File: config.mk
export PLATFORM = sky130hd
export DESIGN_NAME = pfc_reply_seq_flat
export DESIGN_NICKNAME = d
export VERILOG_FILES = /design/src/rtl/pfc_pkg.sv /design/src/rtl/pfc_out_if.sv /design/src/rtl/pfc_reply_seq.sv /design/src/flat_wrapper.sv
export SDC_FILE = /design/constraint.sdc
export NUM_CORES = 1
export LEC_CHECK = 0
export BUFFER_PORTS_ARGS = -buffer_cell sky130_fd_sc_hd__buf_2
export CAP_MARGIN = 40
export CELL_PAD_IN_SITES_DETAIL_PLACEMENT = 1
export CELL_PAD_IN_SITES_GLOBAL_PLACEMENT = 2
export CORE_MARGIN = 4
export CORE_UTILIZATION = 25
export DETAILED_ROUTE_END_ITERATION = 10
export HOLD_SLACK_MARGIN = 0.12
export PLACE_DENSITY = 0.78
export SLEW_MARGIN = 20
export SYNTH_ARGS = -nofsm -noshare
export SYNTH_HDL_FRONTEND = slang
export SYNTH_SLANG_ARGS = --single-unit
File: constraint.sdc
create_clock -name clk_i -period 4.5 [get_ports clk_i]
set_clock_uncertainty 0.1 [all_clocks]
set_input_delay 0.9 -clock clk_i [delete_from_list [all_inputs] [get_ports clk_i]]
set_output_delay 0.9 -clock clk_i [all_outputs]
set_load 0.01 [all_outputs]
File: src/rtl/pfc_pkg.sv
// ----------------------------------------------------------------------------
// pfc_pkg
// Shared types and constants for the parameter frame checker.
// ----------------------------------------------------------------------------
`default_nettype none

package pfc_pkg;

  localparam int unsigned IdxW = 17;

  localparam logic [7:0] HDR_BYTE0   = 8'hAA;
  localparam logic [7:0] HDR_BYTE1   = 8'h75;
  localparam logic [7:0] CMD_PARAM   = 8'hD0;
  localparam logic [7:0] REPLY_SYNC0 = 8'h55;
  localparam logic [7:0] REPLY_SYNC1 = 8'h7A;
  localparam logic [7:0] REPLY_ERR_LO = 8'hFA;
  localparam logic [7:0] REPLY_ERR_HI = 8'hFB;
  localparam logic [7:0] REPLY_PAD   = 8'h00;
  localparam logic [7:0] CMD_HIGH    = 8'h80;

  // byte offsets inside the frame
  localparam logic [IdxW-1:0] OFS_HDR0   = 17'd0;
  localparam logic [IdxW-1:0] OFS_HDR1   = 17'd1;
  localparam logic [IdxW-1:0] OFS_CMD    = 17'd2;
  localparam logic [IdxW-1:0] OFS_LEN_HI = 17'd3;
  localparam logic [IdxW-1:0] OFS_LEN_LO = 17'd4;
  localparam logic [IdxW-1:0] OFS_RSVD   = 17'd5;
  localparam logic [IdxW-1:0] OFS_FLAG   = 17'd6;
  localparam logic [IdxW-1:0] IDX_MAX    = 17'h1FFFF;

  typedef enum logic [2:0] {
    ST_OK        = 3'd0,
    ST_SHORT     = 3'd1,
    ST_NOT_PARAM = 3'd2,
    ST_LEN_ERR   = 3'd3,
    ST_SUM_ERR   = 3'd4
  } status_e;

  // reply word positions: status item then five reply bytes
  typedef enum logic [2:0] {
    W_STATUS = 3'd0,
    W_SYNC0  = 3'd1,
    W_SYNC1  = 3'd2,
    W_CODE   = 3'd3,
    W_PAD    = 3'd4,
    W_SUM    = 3'd5
  } word_e;

  typedef struct packed {
    status_e     status;
    logic [7:0]  command;
    logic        rw_flag;
    logic [15:0] payload_len;
    logic        err_reply;
  } summary_t;

endpackage

`default_nettype wire

File: src/rtl/pfc_out_if.sv
// ----------------------------------------------------------------------------
// pfc_out_if
// Result channel: status items and error reply bytes.
// ----------------------------------------------------------------------------
`default_nettype none

interface pfc_out_if;
  logic        valid;
  logic        ready;
  logic        kind;
  logic [2:0]  status;
  logic [7:0]  command;
  logic        rw_flag;
  logic [15:0] payload_len;
  logic [7:0]  reply_byte;
  logic        final_res;

  modport source (output valid, output kind, output status, output command,
                  output rw_flag, output payload_len, output reply_byte,
                  output final_res, input ready);
  modport sink   (input valid, input kind, input status, input command,
                  input rw_flag, input payload_len, input reply_byte,
                  input final_res, output ready);
endinterface

`default_nettype wire

File: src/rtl/pfc_reply_seq.sv
// ----------------------------------------------------------------------------
// pfc_reply_seq
// Result register and word sequencer for the status item and error reply.
// ----------------------------------------------------------------------------
`default_nettype none

module pfc_reply_seq (
  input  wire logic              clk_i,
  input  wire logic              rst_ni,
  input  wire logic              load_i,
  input  pfc_pkg::summary_t      summary_i,
  output logic                   free_o,
  pfc_out_if.source              res_o
);

  logic              valid_q, valid_d;
  pfc_pkg::word_e    word_q, word_d;
  pfc_pkg::summary_t sum_q;
  logic              pop;
  logic              last_word;
  logic [7:0]        code_byte;

  assign code_byte = (sum_q.command < pfc_pkg::CMD_HIGH) ? pfc_pkg::REPLY_ERR_LO
                                                         : pfc_pkg::REPLY_ERR_HI;

  assign last_word = (word_q == pfc_pkg::W_SUM) ||
                     (word_q == pfc_pkg::W_STATUS && !sum_q.err_reply);
  assign pop       = valid_q && res_o.ready;
  assign free_o    = !valid_q || (res_o.ready && last_word);

  always_comb begin
    valid_d = valid_q;
    word_d  = word_q;
    if (pop) begin
      if (last_word) begin
        valid_d = 1'b0;
      end else begin
        word_d = pfc_pkg::word_e'(word_q + 3'd1);
      end
    end
    if (load_i) begin
      valid_d = 1'b1;
      word_d  = pfc_pkg::W_STATUS;
    end
  end

  always_ff @(posedge clk_i or negedge rst_ni) begin
    if (!rst_ni) begin
      valid_q <= 1'b0;
      word_q  <= pfc_pkg::W_STATUS;
    end else begin
      valid_q <= valid_d;
      word_q  <= word_d;
    end
  end

  always_ff @(posedge clk_i) begin
    if (load_i) begin
      sum_q <= summary_i;
    end
  end

  always_comb begin
    unique case (word_q)
      pfc_pkg::W_SYNC0: res_o.reply_byte = pfc_pkg::REPLY_SYNC0;
      pfc_pkg::W_SYNC1: res_o.reply_byte = pfc_pkg::REPLY_SYNC1;
      pfc_pkg::W_CODE:  res_o.reply_byte = code_byte;
      pfc_pkg::W_PAD:   res_o.reply_byte = pfc_pkg::REPLY_PAD;
      pfc_pkg::W_SUM:   res_o.reply_byte = pfc_pkg::REPLY_SYNC0 ^ pfc_pkg::REPLY_SYNC1 ^
                                           code_byte ^ pfc_pkg::REPLY_PAD;
      default:          res_o.reply_byte = 8'h00;
    endcase
  end

  assign res_o.valid       = valid_q;
  assign res_o.kind        = (word_q != pfc_pkg::W_STATUS);
  assign res_o.status      = sum_q.status;
  assign res_o.command     = sum_q.command;
  assign res_o.rw_flag     = sum_q.rw_flag;
  assign res_o.payload_len = sum_q.payload_len;
  assign res_o.final_res   = last_word;

  // new frame result only lands when the slot frees
  a_load_free: assert property (@(posedge clk_i) disable iff (!rst_ni)
    load_i |-> free_o)
    else $error("result loaded while previous result pending");

  // reply bytes only follow a length or checksum error
  a_reply_err: assert property (@(posedge clk_i) disable iff (!rst_ni)
    (valid_q && word_q != pfc_pkg::W_STATUS) |->
      (sum_q.status == pfc_pkg::ST_LEN_ERR || sum_q.status == pfc_pkg::ST_SUM_ERR))
    else $error("reply byte without error status");

  // a taken word that is not final leaves the next word in place
  a_cont: assert property (@(posedge clk_i) disable iff (!rst_ni)
    (pop && !last_word) |=> (valid_q && word_q == pfc_pkg::word_e'($past(word_q) + 3'd1)))
    else $error("reply sequence broken");

endmodule

`default_nettype wire

File: src/flat_wrapper.sv
// flat-port wrapper written by rule: the top's interface ports become plain ports
module pfc_reply_seq_flat 
  (clk_i, rst_ni, load_i, summary_i, free_o, res_o_valid, res_o_kind, res_o_status, res_o_command, res_o_rw_flag, res_o_payload_len, res_o_reply_byte, res_o_final_res, res_o_ready);
  pfc_out_if res_o_i ();
  input  wire logic clk_i;
  input  wire logic rst_ni;
  input  wire logic load_i;
  input  pfc_pkg::summary_t summary_i;
  output logic free_o;
  output wire logic [$bits(res_o_i.valid)-1:0] res_o_valid;
  output wire logic [$bits(res_o_i.kind)-1:0] res_o_kind;
  output wire logic [$bits(res_o_i.status)-1:0] res_o_status;
  output wire logic [$bits(res_o_i.command)-1:0] res_o_command;
  output wire logic [$bits(res_o_i.rw_flag)-1:0] res_o_rw_flag;
  output wire logic [$bits(res_o_i.payload_len)-1:0] res_o_payload_len;
  output wire logic [$bits(res_o_i.reply_byte)-1:0] res_o_reply_byte;
  output wire logic [$bits(res_o_i.final_res)-1:0] res_o_final_res;
  input wire logic [$bits(res_o_i.ready)-1:0] res_o_ready;
  assign res_o_valid = res_o_i.valid;
  assign res_o_kind = res_o_i.kind;
  assign res_o_status = res_o_i.status;
  assign res_o_command = res_o_i.command;
  assign res_o_rw_flag = res_o_i.rw_flag;
  assign res_o_payload_len = res_o_i.payload_len;
  assign res_o_reply_byte = res_o_i.reply_byte;
  assign res_o_final_res = res_o_i.final_res;
  assign res_o_i.ready = res_o_ready;
  pfc_reply_seq u_core (.clk_i(clk_i), .rst_ni(rst_ni), .load_i(load_i), .summary_i(summary_i), .free_o(free_o), .res_o(res_o_i));
endmodule
* Yosys cells after proc, flatten, opt, wreduce, memory -nomap -nowiden
Cells that the tools add are included.
** Cells by class
- $add $sub $neg :: 1
- $lt $le $gt $ge :: 1
- Equal/unequal tests :: 5
- Muxes and demuxes :: 8
- Bitwise logic cells :: 1
- Reduce and logical (&&, ||, !) cells :: 13
** Operators by type and width (count)
- one-hot mux 8 bit (4 select lines) :: 1
- 2-to-1 mux 3 bit :: 3
- less-than comparator 8 bit, second input constant :: 1
- == test 3 x 2 -> 1 bit, second input constant :: 2
- NOT 5 bit :: 1
- 2-to-1 mux 1 bit :: 4
- AND reduction 2 bit :: 2
- nonzero test 2 bit :: 2
- adder 3 x 1 -> 3 bit, second input constant :: 1
- == test 3 x 1 -> 1 bit, second input constant :: 1
- == test 3 bit, second input constant :: 1
- logical AND 1 bit :: 3
- logical NOT 3 bit :: 1
- nonzero test 3 bit :: 1
- logical NOT 1 bit :: 2
- logical OR 1 bit :: 2
- inequality test 2 bit, second input constant :: 1
** Word-level totals
- Bits in registers :: 33
- Input port bits :: 33
- Output and inout port bits :: 40
- Logic and storage cells :: 36

* Logic depth before layout (Yosys ltp)
- Depth after elaboration :: 6
- Gate-level depth with buffers :: 6
- Depth with buffers taken out :: 5

* Worst setup path before layout
No wires, ideal clock.
- Kind :: register to output
- Start :: reg u_core.word_q[0]
- End :: out free_o
- Arrival time :: 1298 ps
- Data required time :: 3500 ps
- Setup slack :: 2202 ps
- Cell stages (with the launch flop) :: 6
- Path buffers :: 0
- Cell sequence :: dfrtp_1 inv_1 ha_1 nor3b_2 a21o_2 a21bo_2
** Between the ends
- Word-level cells in the longest chain between the ends :: 5
- Elaborated cells on any way between the ends :: 6
- Those cells by class :: eq/ne (1); reduce/logical (5)
** Ends and longest elaborated chain
- from (decl) :: RTL line pfc_reply_seq.sv:17 : pfc_pkg::word_e word_q, word_d;
- from (signal assigned) :: RTL line pfc_reply_seq.sv:50 : word_q <= pfc_pkg::W_STATUS;
- from (signal assigned) :: RTL line pfc_reply_seq.sv:53 : word_q <= word_d;
- logical NOT 3 bit :: RTL line pfc_reply_seq.sv:27 : (word_q == pfc_pkg::W_STATUS && !sum_q.err_reply);
- logical AND 1 bit :: RTL line pfc_reply_seq.sv:27
- logical OR 1 bit (*) :: RTL line pfc_reply_seq.sv:26 : assign last_word = (word_q == pfc_pkg::W_SUM) ||
- net res_o_final_res :: RTL line flat_wrapper.sv:17 : output wire logic [$bits(res_o_i.final_res)-1:0] res_o_final_res;
- logical AND 1 bit (*) :: RTL line pfc_reply_seq.sv:29 : assign free_o = !valid_q || (res_o.ready && last_word);
- logical OR 1 bit (*) :: RTL line pfc_reply_seq.sv:29
- to (decl) :: RTL line flat_wrapper.sv:9 : output logic free_o;
Mark *: on every way through the listed nets, which the timed path passes. The rest lies on a longest branch.

* Worst setup path in the final report
- Start :: reg u_core.word_q[0]
- End :: out free_o
** Between the ends
- Word-level cells in the longest chain between the ends :: 5
- Elaborated cells on any way between the ends :: 6
- Those cells by class :: eq/ne (1); reduce/logical (5)
** Ends and longest elaborated chain (RTL line)
- logical NOT 3 bit :: pfc_reply_seq.sv:27
- logical AND 1 bit :: pfc_reply_seq.sv:27
- logical OR 1 bit (*) :: pfc_reply_seq.sv:26
- logical AND 1 bit (*) :: pfc_reply_seq.sv:29
- logical OR 1 bit (*) :: pfc_reply_seq.sv:29
Mark *: on every way between the ends. The rest lies on a longest branch, timed or not.

==> results.md <==
- Nets: 186
- Share of synthesized registers carrying an async set or reset: 12.1%
- First-pass iteration count of the detailed router: 2
- Ys Warns: 0
- Grt ovf: 0
- FF+latch count, synth: 33
- Post-Synthesis Cells: 99
- Maximum vdd ir drop: 0.133 mV
- CP Data Arrival Time: 1.78 ns
- PwrDens: 413 nW/um^2
- TritonCTS Buffers: 5
- DRC: 0
- Dominant cells by area after synthesis: edfxtp_1, buf_4, dfrtp_1, ha_1, nand2_1
- Number of I/O pins: 73
- Most frequent cells in the layout: buf_2, edfxtp_1, nand2_1, ha_1
- Sequential cell area: 971 sq um
- Layout cells sized above 1: 58.8%
- Yosys top cell by area: edfxtp_1
- Initial Util: 26.2%
- Vias per inst: 3.90
- P_sw: 174 uW
- Worst path top cell family by delay: compound AO/OA/AOI/OAI gates
- Fraction of power consumed by sequential logic: 49.6%
- Area Overhead vs Synth: 22.4%
- Crit path required time: 3.50 ns
- Sink Count: 33
- Post-CTS resize count: 0
- Maxcap violations: 0
- Tot GR Track Use: 8.18%
- Pin count of the biggest net entering global routing: 35
- Syn nets: 138
- RR Endpoint: u_core.word_q[0]
- Worst hold path class: input port to asynchronous set/reset pin
- Max Buffers Root-to-Sink: 2
- Final Critical Period: 2.78 ns
- Final Hold Vio Count: 0
- GP Congestion: 0.673
- Routed WL: 2.90 mm
- Multi-input gate area: 244 sq um
- CTS tree: built
- Average size of a mapped cell: 14.9 sq um
- Critical Path Source Type: flip-flop
- EDFF count, synth: 29
- R2R Setup Slk: 2.73 ns
- DR iter-0 viols: 10
- Initial antenna violation count: 0
- Buffers on Ports: 72
- First-pass GRT wire length: 4.51 mm
- Rows: 27
- Endpoint type of the worst setup path: primary output
- Status: completed
- Post-synth cell types: 21
- Core Box Area: 5610 sq um
- Vias: 857
- Final setup viols: 0
- Die area: 7170 sq um
- Post-CTS Setup Repair Bufs: 0
- Sequential-to-total area share from yosys stat: 66.0%
- Dominant synthesized flop cell: edfxtp_1
- Reg clk slew, reported paths: 0.07 ns
- Pwr Total: 743 uW
- Crit path kind: flip-flop to primary output
- Die W: 84.7 um
- Commonest non-fill, non-tap cell in the layout: buf_2
- Unrepaired setup endpoints after global routing: no
- Max Freq: 0.359 GHz
- Max_slew headroom: 51.7%
- Leakage: 0.813 nW
- Routed Antenna Nets: 0
- Number of global-route vias before repair: 878
- Part of the power in combinational logic: 13.2%
- Final Max Slew Viols: 0
- Cell count along the critical path: 6
- R2r startpoint: u_core.word_q[0]
- TNS Setup: 0 ns
- Slowest library cell on the worst path: dfrtp_1
- Crit-path max FO: 6
- Path depth of the worst reg2reg path: 5
- Worst Max-Slew Pin Slew: 0.725 ns
- Deepest level of the CTS H-tree: 2
- Filler instances: 637
- Sw Share: 23.4%
- Clock share of power: 37.1%
- CP cell instances: inv_1 > ha_1 > nor3b_2 > a21o_2 > a21bo_2 > buf_2
- Period utilization: 61.8%
- HPWL after detailed placement: 2.33 mm
- Skew-Pair Late Insertion Delay: 0.28 ns
- Clock root cell: clkbuf_8
- Cell area after synthesis: 1470 sq um
- Hold_buf cts: 0
- Internal power: 569 uW
- WP buf/inv: 2
- Ant diodes: 0
- Share of the synthesized area in the top cell type: 59.2%
- Die height: 84.7 um
- DR WL/cell: 13.2 um
- CP max stage delay: 0.43 ns
registers in the layout (all words and copies together) (netlist names):
name / flops
u_core.res_o.payload_len: 16
u_core.res_o.valid: 1
u_core.res_o.rw_flag: 1
u_core.res_o.command: 8
u_core.res_o.status: 3
u_core.word_q: 3
u_core.sum_q: 1
layout make-up:
cell class / count / area share (%)
Inverter: 5 / 1.04
Clock buffer: 5 / 3.82
Multi-Input combinational cell: 30 / 13.6
Clock inverter: 3 / 2.57
Sequential cell: 33 / 54.0
Timing Repair Buffer: 72 / 20.0
Tap cell: 72 / 5.01
routing by layer:
| metal | vias up | share of wire, % | track usage, % |
|---|---|---|---|
| li1 | 409 | - | - |
| met1 | 398 | 43 | 9.32 |
| met2 | 48 | 47 | 13.5 |
| met3 | 2 | 8.4 | 3.73 |
| met4 | 0 | 0.62 | 3.02 |
| met5 | - | 0 | 0 |
Yosys cell counts (4+ instances only):
| master | number |
|---|---|
| buf_4 | 30 |
| nand2_1 | 6 |
| inv_1 | 5 |
| nor2_1 | 5 |
| edfxtp_1 | 29 |
| ha_1 | 6 |
| dfrtp_1 | 4 |
logic make-up after synthesis:
kind of cell               count (synthesis)  share of synthesized area [%]
and+or+nand+nor                           12                           3.66
muxes                                      3                           2.47
AOI/OAI and AO/OA                          9                           5.36
DFF                                       33                           66.0
buffers and inverters                     36                           17.4
adders and majority gates                  6                           5.11
power by group through the flow:
stage          clock network, mW  registers, mW  logic, mW
6_report                   0.276          0.369     0.0983
3_5_place_dp                   0          0.376      0.101
5_1_grt                    0.306          0.372      0.108
4_1_cts                    0.291          0.369      0.101
3_3_place_gp                   0          0.374     0.0993
2_1_floorplan                  0          0.375     0.0715
how the worst max path moves through the flow:
stage               slack [ns]             start  endpoint
floorplan                 2.20  u_core.word_q[0]    free_o
global placement          2.06  u_core.word_q[0]    free_o
detailed placement        2.01  u_core.word_q[0]    free_o
CTS                       1.69  u_core.word_q[0]    free_o
global route              1.61  u_core.word_q[0]    free_o
finish                    1.72  u_core.word_q[0]    free_o
metrics by stage:
stage	worst slack (ns)	cells	hold WS [ns]	cell area, sq um	util, %
6_report	1.72	220	0.318	1800	32.1
4_1_cts	1.69	220	0.304	1800	32.1
5_1_grt	1.61	220	0.302	1800	32.1
3_5_place_dp	2.01	212	0.468	1680	30.0
2_1_floorplan	2.20	99	0.470	1470	-
3_3_place_gp	2.06	212	0.469	1680	30.0
Note: power is estimated with default switching activity, not from simulation.
